**src/rtl/core/ellr_pkg.sv**
```systemverilog
// ----------------------------------------------------------------------------
// ellr_pkg
// Types, widths and codes shared by the ellipse outline rasterizer modules.
// ----------------------------------------------------------------------------
`default_nettype none

package ellr_pkg;

  localparam int unsigned COORD_W = 16;
  localparam int unsigned COLOR_W = 16;
  localparam int unsigned RAD_W   = 10;
  localparam int unsigned OFS_W   = 11;
  localparam int unsigned SQ_W    = 20;
  localparam int unsigned MB_W    = 16;
  localparam int unsigned PROD_W  = SQ_W + 1 + MB_W;
  localparam int unsigned DEC_W   = 40;
  localparam int unsigned MIR_W   = 2;

  localparam logic CMD_START = 1'b0;
  localparam logic CMD_STEP  = 1'b1;

  localparam logic [MIR_W-1:0] MIR_LAST = 2'd3;

  typedef enum logic [1:0] {
    PH_IDLE,
    PH_ONE,
    PH_TWO,
    PH_DONE
  } phase_e;

  typedef enum logic [3:0] {
    ST_IDLE,
    ST_SQA,
    ST_SQB,
    ST_INIT,
    ST_INIT_END,
    ST_STA,
    ST_STB,
    ST_STC,
    ST_STD,
    ST_STE,
    ST_SEAM,
    ST_EMIT
  } state_e;

  typedef struct packed {
    logic [COORD_W-1:0] cx;
    logic [COORD_W-1:0] cy;
    logic [COLOR_W-1:0] color;
    logic [OFS_W-1:0]   ox;
    logic [OFS_W-1:0]   oy;
    logic               is_pixel;
    logic               done;
  } job_t;

endpackage

`default_nettype wire

```
**src/rtl/core/ellipse_outline_rasterizer.sv**
```systemverilog
// start transfer: busy through ST_SQA, ST_SQB, ST_INIT and ST_INIT_END, no results
// step transfer inside a region: busy from ST_STA to ST_STE (and ST_SEAM at the
//   region seam), then in ST_EMIT until the handoff; first pixel in the next cycle
// four pixels leave one per unstalled cycle, draining while the next item runs
// step after the figure ends: one empty result, busy in ST_EMIT until handed off
// async active-low reset clears the sequencer to idle, no pending results
// ----------------------------------------------------------------------------
// ellipse_outline_rasterizer
// Midpoint ellipse outline generator: one point per step transfer, emitted as
// four mirrored pixels, with a shared multiplier under a small sequencer.
// ----------------------------------------------------------------------------
`default_nettype none

module ellipse_outline_rasterizer (
  input  wire logic                          clk_i,
  input  wire logic                          rst_ni,
  input  wire logic                          in_valid_i,
  output logic                               in_stall_o,
  input  wire logic                          cmd_i,
  input  wire logic [ellr_pkg::COORD_W-1:0]  center_x_i,
  input  wire logic [ellr_pkg::COORD_W-1:0]  center_y_i,
  input  wire logic [ellr_pkg::RAD_W-1:0]    radius_x_i,
  input  wire logic [ellr_pkg::RAD_W-1:0]    radius_y_i,
  input  wire logic [ellr_pkg::COLOR_W-1:0]  pen_color_i,
  output logic                               out_valid_o,
  input  wire logic                          out_stall_i,
  output logic [ellr_pkg::COORD_W-1:0]       pixel_x_o,
  output logic [ellr_pkg::COORD_W-1:0]       pixel_y_o,
  output logic [ellr_pkg::COLOR_W-1:0]       pixel_color_o,
  output logic                               pixel_valid_o,
  output logic                               figure_done_o,
  output logic                               last_of_step_o
);

  logic [ellr_pkg::SQ_W-1:0]           mul_a;
  logic signed [ellr_pkg::MB_W-1:0]    mul_b;
  logic signed [ellr_pkg::PROD_W-1:0]  prod;
  logic                                job_valid;
  logic                                job_ready;
  ellr_pkg::job_t                      job;

  ellr_mul u_mul (
    .clk_i  (clk_i),
    .op_a_i (mul_a),
    .op_b_i (mul_b),
    .prod_o (prod)
  );

  ellr_seq u_seq (
    .clk_i       (clk_i),
    .rst_ni      (rst_ni),
    .in_valid_i  (in_valid_i),
    .in_stall_o  (in_stall_o),
    .cmd_i       (cmd_i),
    .center_x_i  (center_x_i),
    .center_y_i  (center_y_i),
    .radius_x_i  (radius_x_i),
    .radius_y_i  (radius_y_i),
    .pen_color_i (pen_color_i),
    .prod_i      (prod),
    .mul_a_o     (mul_a),
    .mul_b_o     (mul_b),
    .job_valid_o (job_valid),
    .job_o       (job),
    .job_ready_i (job_ready)
  );

  ellr_out u_out (
    .clk_i          (clk_i),
    .rst_ni         (rst_ni),
    .job_valid_i    (job_valid),
    .job_i          (job),
    .job_ready_o    (job_ready),
    .out_valid_o    (out_valid_o),
    .out_stall_i    (out_stall_i),
    .pixel_x_o      (pixel_x_o),
    .pixel_y_o      (pixel_y_o),
    .pixel_color_o  (pixel_color_o),
    .pixel_valid_o  (pixel_valid_o),
    .figure_done_o  (figure_done_o),
    .last_of_step_o (last_of_step_o)
  );

endmodule

`default_nettype wire

```
**src/rtl/core/ellr_mul.sv**
```systemverilog
// ----------------------------------------------------------------------------
// ellr_mul
// Shared multiplier: unsigned square-term operand times signed small operand,
// product registered.
// ----------------------------------------------------------------------------
`default_nettype none

module ellr_mul (
  input  wire logic                                clk_i,
  input  wire logic [ellr_pkg::SQ_W-1:0]           op_a_i,
  input  wire logic signed [ellr_pkg::MB_W-1:0]    op_b_i,
  output logic signed [ellr_pkg::PROD_W-1:0]       prod_o
);

  logic signed [ellr_pkg::SQ_W:0]     a_ext;
  logic signed [ellr_pkg::PROD_W-1:0] prod_d;
  logic signed [ellr_pkg::PROD_W-1:0] prod_q;

  assign a_ext  = $signed({1'b0, op_a_i});
  assign prod_d = a_ext * op_b_i;

  always_ff @(posedge clk_i) begin
    prod_q <= prod_d;
  end

  assign prod_o = prod_q;

endmodule

`default_nettype wire

```
**src/rtl/core/ellr_seq.sv**
```systemverilog
// ----------------------------------------------------------------------------
// ellr_seq
// Sequencer and state registers: latches the figure, runs the midpoint
// decision updates through the shared multiplier, hands finished steps on.
// ----------------------------------------------------------------------------
`default_nettype none

module ellr_seq (
  input  wire logic                               clk_i,
  input  wire logic                               rst_ni,
  input  wire logic                               in_valid_i,
  output logic                                    in_stall_o,
  input  wire logic                               cmd_i,
  input  wire logic [ellr_pkg::COORD_W-1:0]       center_x_i,
  input  wire logic [ellr_pkg::COORD_W-1:0]       center_y_i,
  input  wire logic [ellr_pkg::RAD_W-1:0]         radius_x_i,
  input  wire logic [ellr_pkg::RAD_W-1:0]         radius_y_i,
  input  wire logic [ellr_pkg::COLOR_W-1:0]       pen_color_i,
  input  wire logic signed [ellr_pkg::PROD_W-1:0] prod_i,
  output logic [ellr_pkg::SQ_W-1:0]               mul_a_o,
  output logic signed [ellr_pkg::MB_W-1:0]        mul_b_o,
  output logic                                    job_valid_o,
  output ellr_pkg::job_t                          job_o,
  input  wire logic                               job_ready_i
);

  ellr_pkg::state_e state_q, state_d;
  ellr_pkg::phase_e phase_q, phase_d;

  logic [ellr_pkg::OFS_W-1:0]          x_q, x_d, y_q, y_d;
  logic [ellr_pkg::OFS_W-1:0]          pox_q, pox_d, poy_q, poy_d;
  logic signed [ellr_pkg::DEC_W-1:0]   dec_q, dec_d;
  logic signed [ellr_pkg::PROD_W-1:0]  cmp_q, cmp_d;
  logic [ellr_pkg::SQ_W-1:0]           a2_q, a2_d, b2_q, b2_d;
  logic [ellr_pkg::COORD_W-1:0]        cx_q, cx_d, cy_q, cy_d;
  logic [ellr_pkg::RAD_W-1:0]          rx_q, rx_d, ry_q, ry_d;
  logic [ellr_pkg::COLOR_W-1:0]        color_q, color_d;
  logic                                done_q, done_d, pix_q, pix_d;

  logic                                accept;
  logic                                in_region;
  logic signed [ellr_pkg::DEC_W-1:0]   prod_ext;
  logic signed [ellr_pkg::DEC_W-1:0]   two_a2, two_b2;
  logic [ellr_pkg::OFS_W-1:0]          x_inc, y_inc;

  assign in_stall_o = (state_q != ellr_pkg::ST_IDLE);
  assign accept     = in_valid_i && (state_q == ellr_pkg::ST_IDLE);
  assign in_region  = (phase_q == ellr_pkg::PH_ONE) || (phase_q == ellr_pkg::PH_TWO);
  assign prod_ext   = {{(ellr_pkg::DEC_W - ellr_pkg::PROD_W){prod_i[ellr_pkg::PROD_W-1]}},
                       prod_i};
  assign two_a2     = $signed({{(ellr_pkg::DEC_W - ellr_pkg::SQ_W - 1){1'b0}}, a2_q, 1'b0});
  assign two_b2     = $signed({{(ellr_pkg::DEC_W - ellr_pkg::SQ_W - 1){1'b0}}, b2_q, 1'b0});
  assign x_inc      = x_q + 11'd1;
  assign y_inc      = y_q + 11'd1;

  // next state
  always_comb begin
    state_d = state_q;
    case (state_q)
      ellr_pkg::ST_IDLE: begin
        if (accept) begin
          if (cmd_i == ellr_pkg::CMD_START) begin
            state_d = ellr_pkg::ST_SQA;
          end else if (in_region) begin
            state_d = ellr_pkg::ST_STA;
          end else begin
            state_d = ellr_pkg::ST_EMIT;
          end
        end
      end
      ellr_pkg::ST_SQA:      state_d = ellr_pkg::ST_SQB;
      ellr_pkg::ST_SQB:      state_d = ellr_pkg::ST_INIT;
      ellr_pkg::ST_INIT:     state_d = ellr_pkg::ST_INIT_END;
      ellr_pkg::ST_INIT_END: state_d = ellr_pkg::ST_IDLE;
      ellr_pkg::ST_STA:      state_d = ellr_pkg::ST_STB;
      ellr_pkg::ST_STB:      state_d = ellr_pkg::ST_STC;
      ellr_pkg::ST_STC:      state_d = ellr_pkg::ST_STD;
      ellr_pkg::ST_STD:      state_d = ellr_pkg::ST_STE;
      ellr_pkg::ST_STE: begin
        if ((phase_q == ellr_pkg::PH_ONE) && !(cmp_q <= prod_i)) begin
          state_d = ellr_pkg::ST_SEAM;
        end else begin
          state_d = ellr_pkg::ST_EMIT;
        end
      end
      ellr_pkg::ST_SEAM:     state_d = ellr_pkg::ST_EMIT;
      ellr_pkg::ST_EMIT: begin
        if (job_ready_i) begin
          state_d = ellr_pkg::ST_IDLE;
        end
      end
      default:               state_d = ellr_pkg::ST_IDLE;
    endcase
  end

  // datapath and multiplier operands
  always_comb begin
    phase_d = phase_q;
    x_d     = x_q;
    y_d     = y_q;
    pox_d   = pox_q;
    poy_d   = poy_q;
    dec_d   = dec_q;
    cmp_d   = cmp_q;
    a2_d    = a2_q;
    b2_d    = b2_q;
    cx_d    = cx_q;
    cy_d    = cy_q;
    rx_d    = rx_q;
    ry_d    = ry_q;
    color_d = color_q;
    done_d  = done_q;
    pix_d   = pix_q;
    mul_a_o = '0;
    mul_b_o = '0;
    job_valid_o = 1'b0;
    case (state_q)
      ellr_pkg::ST_IDLE: begin
        if (accept) begin
          if (cmd_i == ellr_pkg::CMD_START) begin
            cx_d    = center_x_i;
            cy_d    = center_y_i;
            rx_d    = radius_x_i;
            ry_d    = radius_y_i;
            color_d = pen_color_i;
          end else begin
            pox_d  = x_q;
            poy_d  = y_q;
            pix_d  = in_region;
            done_d = !in_region;
          end
        end
      end
      ellr_pkg::ST_SQA: begin
        mul_a_o = {10'd0, rx_q};
        mul_b_o = $signed({6'd0, rx_q});
      end
      ellr_pkg::ST_SQB: begin
        a2_d    = prod_i[ellr_pkg::SQ_W-1:0];
        mul_a_o = {10'd0, ry_q};
        mul_b_o = $signed({6'd0, ry_q});
      end
      ellr_pkg::ST_INIT: begin
        b2_d    = prod_i[ellr_pkg::SQ_W-1:0];
        mul_a_o = a2_q;
        mul_b_o = 16'sd1 - $signed({5'd0, ry_q, 1'b0});
      end
      ellr_pkg::ST_INIT_END: begin
        dec_d   = two_b2 + prod_ext;
        x_d     = '0;
        y_d     = {1'b0, ry_q};
        phase_d = ((rx_q == '0) || (ry_q == '0)) ? ellr_pkg::PH_DONE : ellr_pkg::PH_ONE;
      end
      ellr_pkg::ST_STA: begin
        if (phase_q == ellr_pkg::PH_ONE) begin
          mul_a_o = a2_q;
          mul_b_o = 16'sd4 - $signed({3'd0, y_q, 2'b00});
        end else begin
          mul_a_o = b2_q;
          mul_b_o = 16'sd4 - $signed({3'd0, x_q, 2'b00});
        end
      end
      ellr_pkg::ST_STB: begin
        if (phase_q == ellr_pkg::PH_ONE) begin
          if (!dec_q[ellr_pkg::DEC_W-1]) begin
            dec_d = dec_q + prod_ext;
            y_d   = y_q - 11'd1;
          end
          mul_a_o = b2_q;
          mul_b_o = $signed({3'd0, x_q, 2'b00}) + 16'sd6;
        end else begin
          if (!dec_q[ellr_pkg::DEC_W-1]) begin
            dec_d = dec_q + prod_ext;
            x_d   = x_q - 11'd1;
          end
          mul_a_o = a2_q;
          mul_b_o = $signed({3'd0, y_q, 2'b00}) + 16'sd6;
        end
      end
      ellr_pkg::ST_STC: begin
        dec_d = dec_q + prod_ext;
        if (phase_q == ellr_pkg::PH_ONE) begin
          x_d     = x_inc;
          mul_a_o = b2_q;
          mul_b_o = $signed({5'd0, x_inc});
        end else begin
          y_d     = y_inc;
          mul_a_o = a2_q;
          mul_b_o = $signed({5'd0, y_inc});
        end
      end
      ellr_pkg::ST_STD: begin
        cmp_d = prod_i;
        if (phase_q == ellr_pkg::PH_ONE) begin
          mul_a_o = a2_q;
          mul_b_o = $signed({5'd0, y_q});
        end else begin
          mul_a_o = b2_q;
          mul_b_o = $signed({5'd0, x_q});
        end
      end
      ellr_pkg::ST_STE: begin
        if (phase_q == ellr_pkg::PH_ONE) begin
          done_d = 1'b0;
          if (!(cmp_q <= prod_i)) begin
            phase_d = ellr_pkg::PH_TWO;
            x_d     = {1'b0, rx_q};
            y_d     = '0;
          end
          mul_a_o = b2_q;
          mul_b_o = 16'sd1 - $signed({5'd0, rx_q, 1'b0});
        end else begin
          done_d = !(cmp_q <= prod_i);
          if (!(cmp_q <= prod_i)) begin
            phase_d = ellr_pkg::PH_DONE;
          end
        end
      end
      ellr_pkg::ST_SEAM: begin
        dec_d = two_a2 + prod_ext;
      end
      ellr_pkg::ST_EMIT: begin
        job_valid_o = 1'b1;
      end
      default: begin
        job_valid_o = 1'b0;
      end
    endcase
  end

  assign job_o.cx       = cx_q;
  assign job_o.cy       = cy_q;
  assign job_o.color    = color_q;
  assign job_o.ox       = pox_q;
  assign job_o.oy       = poy_q;
  assign job_o.is_pixel = pix_q;
  assign job_o.done     = done_q;

  always_ff @(posedge clk_i or negedge rst_ni) begin
    if (!rst_ni) begin
      state_q <= ellr_pkg::ST_IDLE;
      phase_q <= ellr_pkg::PH_IDLE;
      x_q     <= '0;
      y_q     <= '0;
      pox_q   <= '0;
      poy_q   <= '0;
      dec_q   <= '0;
      cmp_q   <= '0;
      a2_q    <= '0;
      b2_q    <= '0;
      cx_q    <= '0;
      cy_q    <= '0;
      rx_q    <= '0;
      ry_q    <= '0;
      color_q <= '0;
      done_q  <= 1'b0;
      pix_q   <= 1'b0;
    end else begin
      state_q <= state_d;
      phase_q <= phase_d;
      x_q     <= x_d;
      y_q     <= y_d;
      pox_q   <= pox_d;
      poy_q   <= poy_d;
      dec_q   <= dec_d;
      cmp_q   <= cmp_d;
      a2_q    <= a2_d;
      b2_q    <= b2_d;
      cx_q    <= cx_d;
      cy_q    <= cy_d;
      rx_q    <= rx_d;
      ry_q    <= ry_d;
      color_q <= color_d;
      done_q  <= done_d;
      pix_q   <= pix_d;
    end
  end

endmodule

`default_nettype wire

```
**src/rtl/core/ellr_out.sv**
```systemverilog
// ----------------------------------------------------------------------------
// ellr_out
// Result stage: holds one finished step and sends its four mirrored pixels,
// or the single empty result, one transfer per cycle while not stalled.
// ----------------------------------------------------------------------------
`default_nettype none

module ellr_out (
  input  wire logic                          clk_i,
  input  wire logic                          rst_ni,
  input  wire logic                          job_valid_i,
  input  wire ellr_pkg::job_t                job_i,
  output logic                               job_ready_o,
  output logic                               out_valid_o,
  input  wire logic                          out_stall_i,
  output logic [ellr_pkg::COORD_W-1:0]       pixel_x_o,
  output logic [ellr_pkg::COORD_W-1:0]       pixel_y_o,
  output logic [ellr_pkg::COLOR_W-1:0]       pixel_color_o,
  output logic                               pixel_valid_o,
  output logic                               figure_done_o,
  output logic                               last_of_step_o
);

  logic                            busy_q, busy_d;
  logic [ellr_pkg::MIR_W-1:0]      cnt_q, cnt_d;
  ellr_pkg::job_t                  job_q, job_d;

  logic [ellr_pkg::COORD_W-1:0]    ox, oy;
  logic                            last;

  assign job_ready_o = !busy_q;
  assign out_valid_o = busy_q;

  assign ox   = {{(ellr_pkg::COORD_W - ellr_pkg::OFS_W){1'b0}}, job_q.ox};
  assign oy   = {{(ellr_pkg::COORD_W - ellr_pkg::OFS_W){1'b0}}, job_q.oy};
  assign last = !job_q.is_pixel || (cnt_q == ellr_pkg::MIR_LAST);

  // mirror order: (+x,+y) (-x,+y) (+x,-y) (-x,-y)
  always_comb begin
    if (job_q.is_pixel) begin
      pixel_x_o     = cnt_q[0] ? (job_q.cx - ox) : (job_q.cx + ox);
      pixel_y_o     = cnt_q[1] ? (job_q.cy - oy) : (job_q.cy + oy);
      pixel_color_o = job_q.color;
    end else begin
      pixel_x_o     = '0;
      pixel_y_o     = '0;
      pixel_color_o = '0;
    end
  end

  assign pixel_valid_o  = job_q.is_pixel;
  assign figure_done_o  = job_q.done;
  assign last_of_step_o = last;

  always_comb begin
    busy_d = busy_q;
    cnt_d  = cnt_q;
    job_d  = job_q;
    if (!busy_q) begin
      if (job_valid_i) begin
        busy_d = 1'b1;
        cnt_d  = '0;
        job_d  = job_i;
      end
    end else if (!out_stall_i) begin
      if (last) begin
        busy_d = 1'b0;
      end else begin
        cnt_d = cnt_q + 2'd1;
      end
    end
  end

  always_ff @(posedge clk_i or negedge rst_ni) begin
    if (!rst_ni) begin
      busy_q <= 1'b0;
      cnt_q  <= '0;
      job_q  <= '0;
    end else begin
      busy_q <= busy_d;
      cnt_q  <= cnt_d;
      job_q  <= job_d;
    end
  end

endmodule

`default_nettype wire

```
**config.mk**
```make
export PLATFORM = sky130hd
export DESIGN_NAME = ellipse_outline_rasterizer
export DESIGN_NICKNAME = d
export VERILOG_FILES = /design/src/rtl/core/ellr_pkg.sv /design/src/rtl/core/ellipse_outline_rasterizer.sv /design/src/rtl/core/ellr_mul.sv /design/src/rtl/core/ellr_seq.sv /design/src/rtl/core/ellr_out.sv
export SDC_FILE = /design/constraint.sdc
export NUM_CORES = 2
export LEC_CHECK = 0
export ABC_AREA = 1
export CAP_MARGIN = 25
export CORE_ASPECT_RATIO = 0.7
export CORE_MARGIN = 3
export CORE_UTILIZATION = 26
export DETAILED_ROUTE_END_ITERATION = 16
export DONT_BUFFER_PORTS = 1
export PLACE_DENSITY = 0.49
export SYNTH_ARGS = -nofsm -noshare
export SYNTH_HDL_FRONTEND = slang
export SYNTH_SLANG_ARGS = --single-unit
```
**constraint.sdc**
```tcl
create_clock -name clk_i -period 8.75 [get_ports clk_i]
set_input_delay 0.4375 -clock clk_i [delete_from_list [all_inputs] [get_ports clk_i]]
set_output_delay 0.4375 -clock clk_i [all_outputs]
set_load 0.03 [all_outputs]
```
-- Word-level counts from Yosys, hierarchy flattened
Cells that the tools add are included.
- register bits after elaboration: 349
- latch bits: 0
- bits in writable memories: 0
- memory bits (read-only): 0
- bits of input ports: 73
- output and inout bits: 53
- word-level logic and storage cells: 158
- memories kept: 0
- add/subtract/negate cells: 18
- multipliers: 1
- divide/modulo/power cells: 0
- $lt $le $gt $ge: 1
- eq/ne operators: 26
- shift operators: 0
- muxes and demuxes: 53
- bitwise operators: 2
- reduce and logical (&&, ||, !) cells: 29
- operator list (cell ; count):
    40-bit case mux with 4 select lines ; 1
    11-bit two-way mux ; 12
    16-bit two-way mux ; 8
    16-bit case mux with 8 select lines ; 1
    20-bit case mux with 6 select lines ; 1
    11-bit case mux with 4 select lines ; 2
    22-bit by 37-bit adder with 38-bit output ; 2
    20-bit two-way mux ; 3
    4-bit case mux with 11 select lines ; 1
    40-bit by 37-bit adder with 40-bit output ; 1
    40-bit two-way mux ; 1
    37-bit less-or-equal comparator ; 1
    21-bit by 16-bit multiplier with 37-bit output ; 1
    16-bit by 11-bit adder with 16-bit output ; 2
    16-bit by 11-bit subtractor with 16-bit output ; 2
    13-bit by 3-bit adder with 14-bit output (second input constant) ; 2
    3-bit by 13-bit subtractor with 14-bit output (first input constant) ; 2
    1-bit by 11-bit subtractor with 12-bit output (first input constant) ; 2
    11-bit by 1-bit adder with 11-bit output (second input constant) ; 2
    11-bit by 1-bit subtractor with 11-bit output (second input constant) ; 2
    10-bit zero test ; 2
    4-bit by 3-bit equality test with 1-bit output (second input constant) ; 4
    4-bit equality test (second input constant) ; 4
    2-bit two-way mux ; 8
    22 further kinds ; 63

-- Logic depth before layout (Yosys ltp)
- depth after elaboration: 6
- mapped depth: 40
- mapped depth without buffers: 40

-- Hierarchy
From an unflattened synthesis, not the netlist that was laid out.
- cells, all modules: 5317
- area total of the unflattened synthesis: 37300.8 µm²
- by module, submodules not included (module ; times used ; cells an instance ; area an instance (µm²)):
    ellr_seq ; 1 ; 2940 ; 19540.0
    ellr_mul ; 1 ; 1665 ; 12394.4
    ellr_out ; 1 ; 712 ; 5366.4

-- Worst setup path before layout
No wires, ideal clock.
- path kind: register -> register
- start: register u_seq.phase_q[0]
- end: register u_mul.prod_q (netlist bit u_mul.prod_o[33])
- setup time: 0.112 ns
- arrival: 6.651 ns
- data required time: 8.638 ns
- path slack: 1.986 ns
- stages on the path, launching flop included: 31
- path buffers: 2
- clock period less this slack: 6.764 ns
- path through: dfrtp_1 ha_1 buf_4 o21ai_0 inv_1 ha_1 o21ai_0 o21ai_1 nor4_4 buf_2 nor2_1 fa_1 inv_1 fa_1 inv_1 fa_1 fa_1 fa_1 inv_1 fa_1 inv_1 ha_1 a21oi_1 o21a_1 inv_1 a21oi_1 nor2_1 a211oi_1 nand2_1 nand2_1 nand2_1
- cells in the longest elaborated chain, start to end: 4
- ends and longest elaborated chain (what ; RTL line ; source):
    start, declared ; ellr_seq.sv:28 ; ellr_pkg::phase_e phase_q, phase_d;
    start signal, assigned ; ellr_seq.sv:242 ; phase_q <= ellr_pkg::PH_IDLE;
    start signal, assigned ; ellr_seq.sv:260 ; phase_q <= phase_d;
    2-bit by 1-bit equality test with 1-bit output * ; - ;
    16-bit two-way mux (tied with other cells) ; ellr_seq.sv:203 ; if (phase_q == ellr_pkg::PH_ONE) begin
    16-bit case mux with 8 select lines / 20-bit case mux with 6 select lines (equally long branches) ; ellr_seq.sv:117 ; case (state_q)
    21-bit by 16-bit multiplier with 37-bit output * ; ellr_mul.sv:20 ; assign prod_d = a_ext * op_b_i;
    named net u_mul.prod_d (one bit) ; ellr_mul.sv:16 ; logic signed [ellr_pkg::PROD_W-1:0] prod_d;
    end signal, assigned ; ellr_mul.sv:23 ; prod_q <= prod_d;
    end, declared ; ellr_mul.sv:17 ; logic signed [ellr_pkg::PROD_W-1:0] prod_q;
The timed path passes the listed nets; every way through them passes the cells marked *.
A chain may end at the register's enable or synchronous reset.

-- Worst setup path after layout
- start: register u_seq.state_q[0]
- end: register u_mul.prod_q (netlist bit u_mul.prod_o[19])
- cells in the longest elaborated chain, start to end: 4
- ends and longest elaborated chain (what ; RTL line ; source):
    start, declared ; ellr_seq.sv:27 ; ellr_pkg::state_e state_q, state_d;
    start signal, assigned ; ellr_seq.sv:241 ; state_q <= ellr_pkg::ST_IDLE;
    start signal, assigned ; ellr_seq.sv:259 ; state_q <= state_d;
    4-bit by 3-bit equality test with 1-bit output / 4-bit equality test (equally long branches) ; ellr_seq.sv:117 ;
    2-bit OR reduction (no line) ; - ;
    20-bit case mux with 6 select lines ; ellr_seq.sv:117 ;
    21-bit by 16-bit multiplier with 37-bit output * ; ellr_mul.sv:20 ;
    named net u_mul.prod_d (one bit) ; ellr_mul.sv:16 ;
Marked as above.

==> summary.txt <==
Outcome
  • Status: finished, final reports clean

Floorplan
  • Die area: about 0.14 sq mm
  • Die W: roughly 450 um
  • Core Box Area: 0.139 sq mm
  • Initial Util: a little over a quarter
  • Row Count: 114
  • Die height: roughly 320 um
  • I/O pin count: about 130

Route
  • Final ANT Viol Nets: 0
  • DR vias: between 30000 and 40000
  • Vias per cell: 4.92
  • DRC Markers: 0
  • Post-Route WL: 139 mm
  • Drt pass-1 iters: 8
  • Routed WL per cell: slightly below 20 um
  • First DRT Iteration DRCs: 3652

Clock network
  • Root buf cell: clkbuf_16
  • TritonCTS Sinks: ~350
  • Clk buf depth: 3
  • Htree depth: 2
  • CTS clk-pin slew, worst paths: 0.06 ns
  • Later-pin clock latency in the skew report: between 0.6 and 0.7 ns
  • CTS tree: done
  • CTS buffer count: 44

Layout
  • N_diodes: 0
  • Register area: 0.00855 sq mm
  • Nets: between 5000 and 6000
  • Filler cells: 15300
  • Layout cells sized above 1: under 10%
  • Area taken by multi-input logic gates: approximately 0.024 sq mm
  • Post-layout util: between 20% and 30%
  • Final std cells w/o fill: between 7000 and 8000
  • Area growth, synth to finish: 12.6%

Global routing
  • GRT overflow: 0
  • GRT Total Usage: a little under a fifth
  • Largest net degree at the start of global routing: 313
  • Vias in the first global route: ~34000
  • First-pass GRT wire length: 211 mm
  • Initial antenna violation count: 0

Timing
  • Final hold slack: ~0.047 ns
  • Fin. Hold Viols: 0
  • Highest Clock Rate: ~120 MHz
  • Endpoints failing setup: 0
  • Setup_tns: 0 ns
  • Final Cycle Share: 94.1%
  • Final Max Slew Viols: 0
  • RSZ-0062 raised after global routing: false
  • Final Critical Period: around 8.2 ns
  • Slew headroom: a little under two fifths
  • Final worst clock skew: ~0.031 ns
  • Slew @ Worst Pin: about 0.93 ns

Synthesis
  • Post-synthesis cell type count: 63
  • Syn_nets: roughly 5800
  • Most used DFF post-synth: dfrtp_1
  • Synth area leaders: dfrtp_1 (21%), fa_1 (14%), nand2_1 (13%)
  • Warning count from the yosys run: 0
  • Syn Std Cell Area: 0.0365 sq mm
  • Mean area per synthesized cell: a little over 7 sq um
  • Sequential share of the synthesized area: 23.4%
  • Flops & latches, synth: between 300 and 400
  • Cell count after synthesis: 5168
  • Area leader, netlist: dfrtp_1
  • Asr flop ratio synth: about nine tenths
  • Top cell type's share of synthesized area: between 20% and 30%
  • Number of synthesized flops with an enable pin: 0

Worst setup path
  • Critical path origin: u_seq.state_q[0]$_DFFE_PN0P_
  • Kind of critical path: register to register
  • Critical path arrival: between 8 and 9 ns
  • CP endpoint kind: register
  • Crit Path Max Fanout: 9
  • Crit path max-delay cell type: o21ai_0
  • Critical path startpoint category: register
  • Flop2flop setup slack: ~0.52 ns
  • Critical Path RT: 9.23 ns
  • Worst path max stage delay: 0.57 ns
  • Worst R2R Start: u_seq.state_q[0]$_DFFE_PN0P_

Hold path
  • Hold/Removal Path Class: input port to register
  • Hold wc startpoint: radius_y_i[8]

Placement
  • Port Buf Inserts: 0
  • Post-detail-place hpwl: ~110 mm
  • Dpl cells: around 7000
  • Final GP Congestion: around 1

Flow run
  • Max-cap violations: 0
## flip-flops by register name, indices dropped and copies added (netlist names), 16 cells and up
| name | flops |
|---|---|
| u_mul.prod_o | 37 |
| u_seq.b2_q | 20 |
| u_seq.dec_q | 40 |
| u_seq.cy_q | 16 |
| u_seq.cx_q | 16 |
| u_out.job_q | 70 |
| u_seq.a2_q | 20 |
| u_seq.color_q | 16 |
| u_seq.cmp_q | 37 |
## area by class of cell
class	count	area share, %
flip-flops and latches	349	20.8
well taps	1856	5.65
inverters	866	7.91
repair buffers	135	3.05
clock buffers	58	3.03
multi-input cells	3820	58.8
clock inverters	23	0.761
## cell usage in the layout, fill, tap and decap left out, drive strengths merged, types with 52 or more instances in the layout
cell type / n
a21oi: 324
buf: 68
clkbuf: 58
dfrtp: 312
dlygate4sd3: 67
fa: 255
ha: 294
inv: 862
nand2: 1235
nand3: 269
nand4: 58
nor2: 620
nor3: 69
o21ai: 374
xor2: 52
## cells in the mapped netlist, types with 55 or more instances
cell,instances
o21ai_0,364
nor3_1,59
dfrtp_1,312
nand3_1,268
nor2_1,605
nand2_1,1234
a21oi_1,324
inv_1,834
ha_1,294
nand4_1,57
buf_2,55
clkbuf_1,69
fa_1,255
## worst paths after layout
check	endpoint	cells after the start
min in group asynchronous	u_seq.cy_q[6]$_DFFE_PN0P_	2
worst max register to register	u_mul.prod_o[19]$_DFF_P_	30
max in group asynchronous	u_seq.b2_q[13]$_DFFE_PN0P_	4
worst max-delay path	u_mul.prod_o[19]$_DFF_P_	30
worst min register to register	u_seq.pox_q[3]$_DFFE_PN0P_	2
worst min-delay path	u_seq.ry_q[8]$_DFFE_PN0P_	2
## worst max-delay path: cells and delay by family (launching register included)
kind	cells	cell delay, ns
buffers and inverters	10	1.21
xor gates and xnor gates	1	0.30
and+or+nand+nor	9	1.71
adders and majority gates	7	3.43
DFF	1	0.45
AOI/OAI and AO/OA	3	0.95
## logic make-up after synthesis
group / count (synthesis) / share of synthesized area, %
compound gates: 851 / 12.9
xor+xnor: 76 / 1.82
fa+ha+maj: 549 / 24.1
buf+inv: 999 / 10.5
flops: 349 / 23.4
mux: 41 / 1.26
simple gates: 2303 / 26.0
## stage by stage
step | instance area, sq um | setup slack, ns
2_1_floorplan | 36500 | 1.99
3_3_place_gp | 38700 | 0.127
3_5_place_dp | 38700 | 0.0661
6_report | 41100 | 0.520
5_1_grt | 41100 | 0.0207
4_1_cts | 41000 | 0.132
## per-layer routing
metal	part of all wire [%]	routed length (um)	track usage [%]
met5	0.089	124	0.618
met4	1.5	2050	3.21
met3	11	14800	5.50
met1	51	71300	30.3
met2	37	51100	24.8
## repair_timing
item                                   in CTS  in global routing
endpoints found under the hold margin     378                 33
pin swaps                                   0                  1
gates resized for setup                     1                  8
hold buffers                               67                  1
setup buffers                               0                  2
setup endpoints to repair                   1                  5
Power is not shown: default switching activity piles up to over one toggle a cycle in this logic, so the estimate is an artifact.
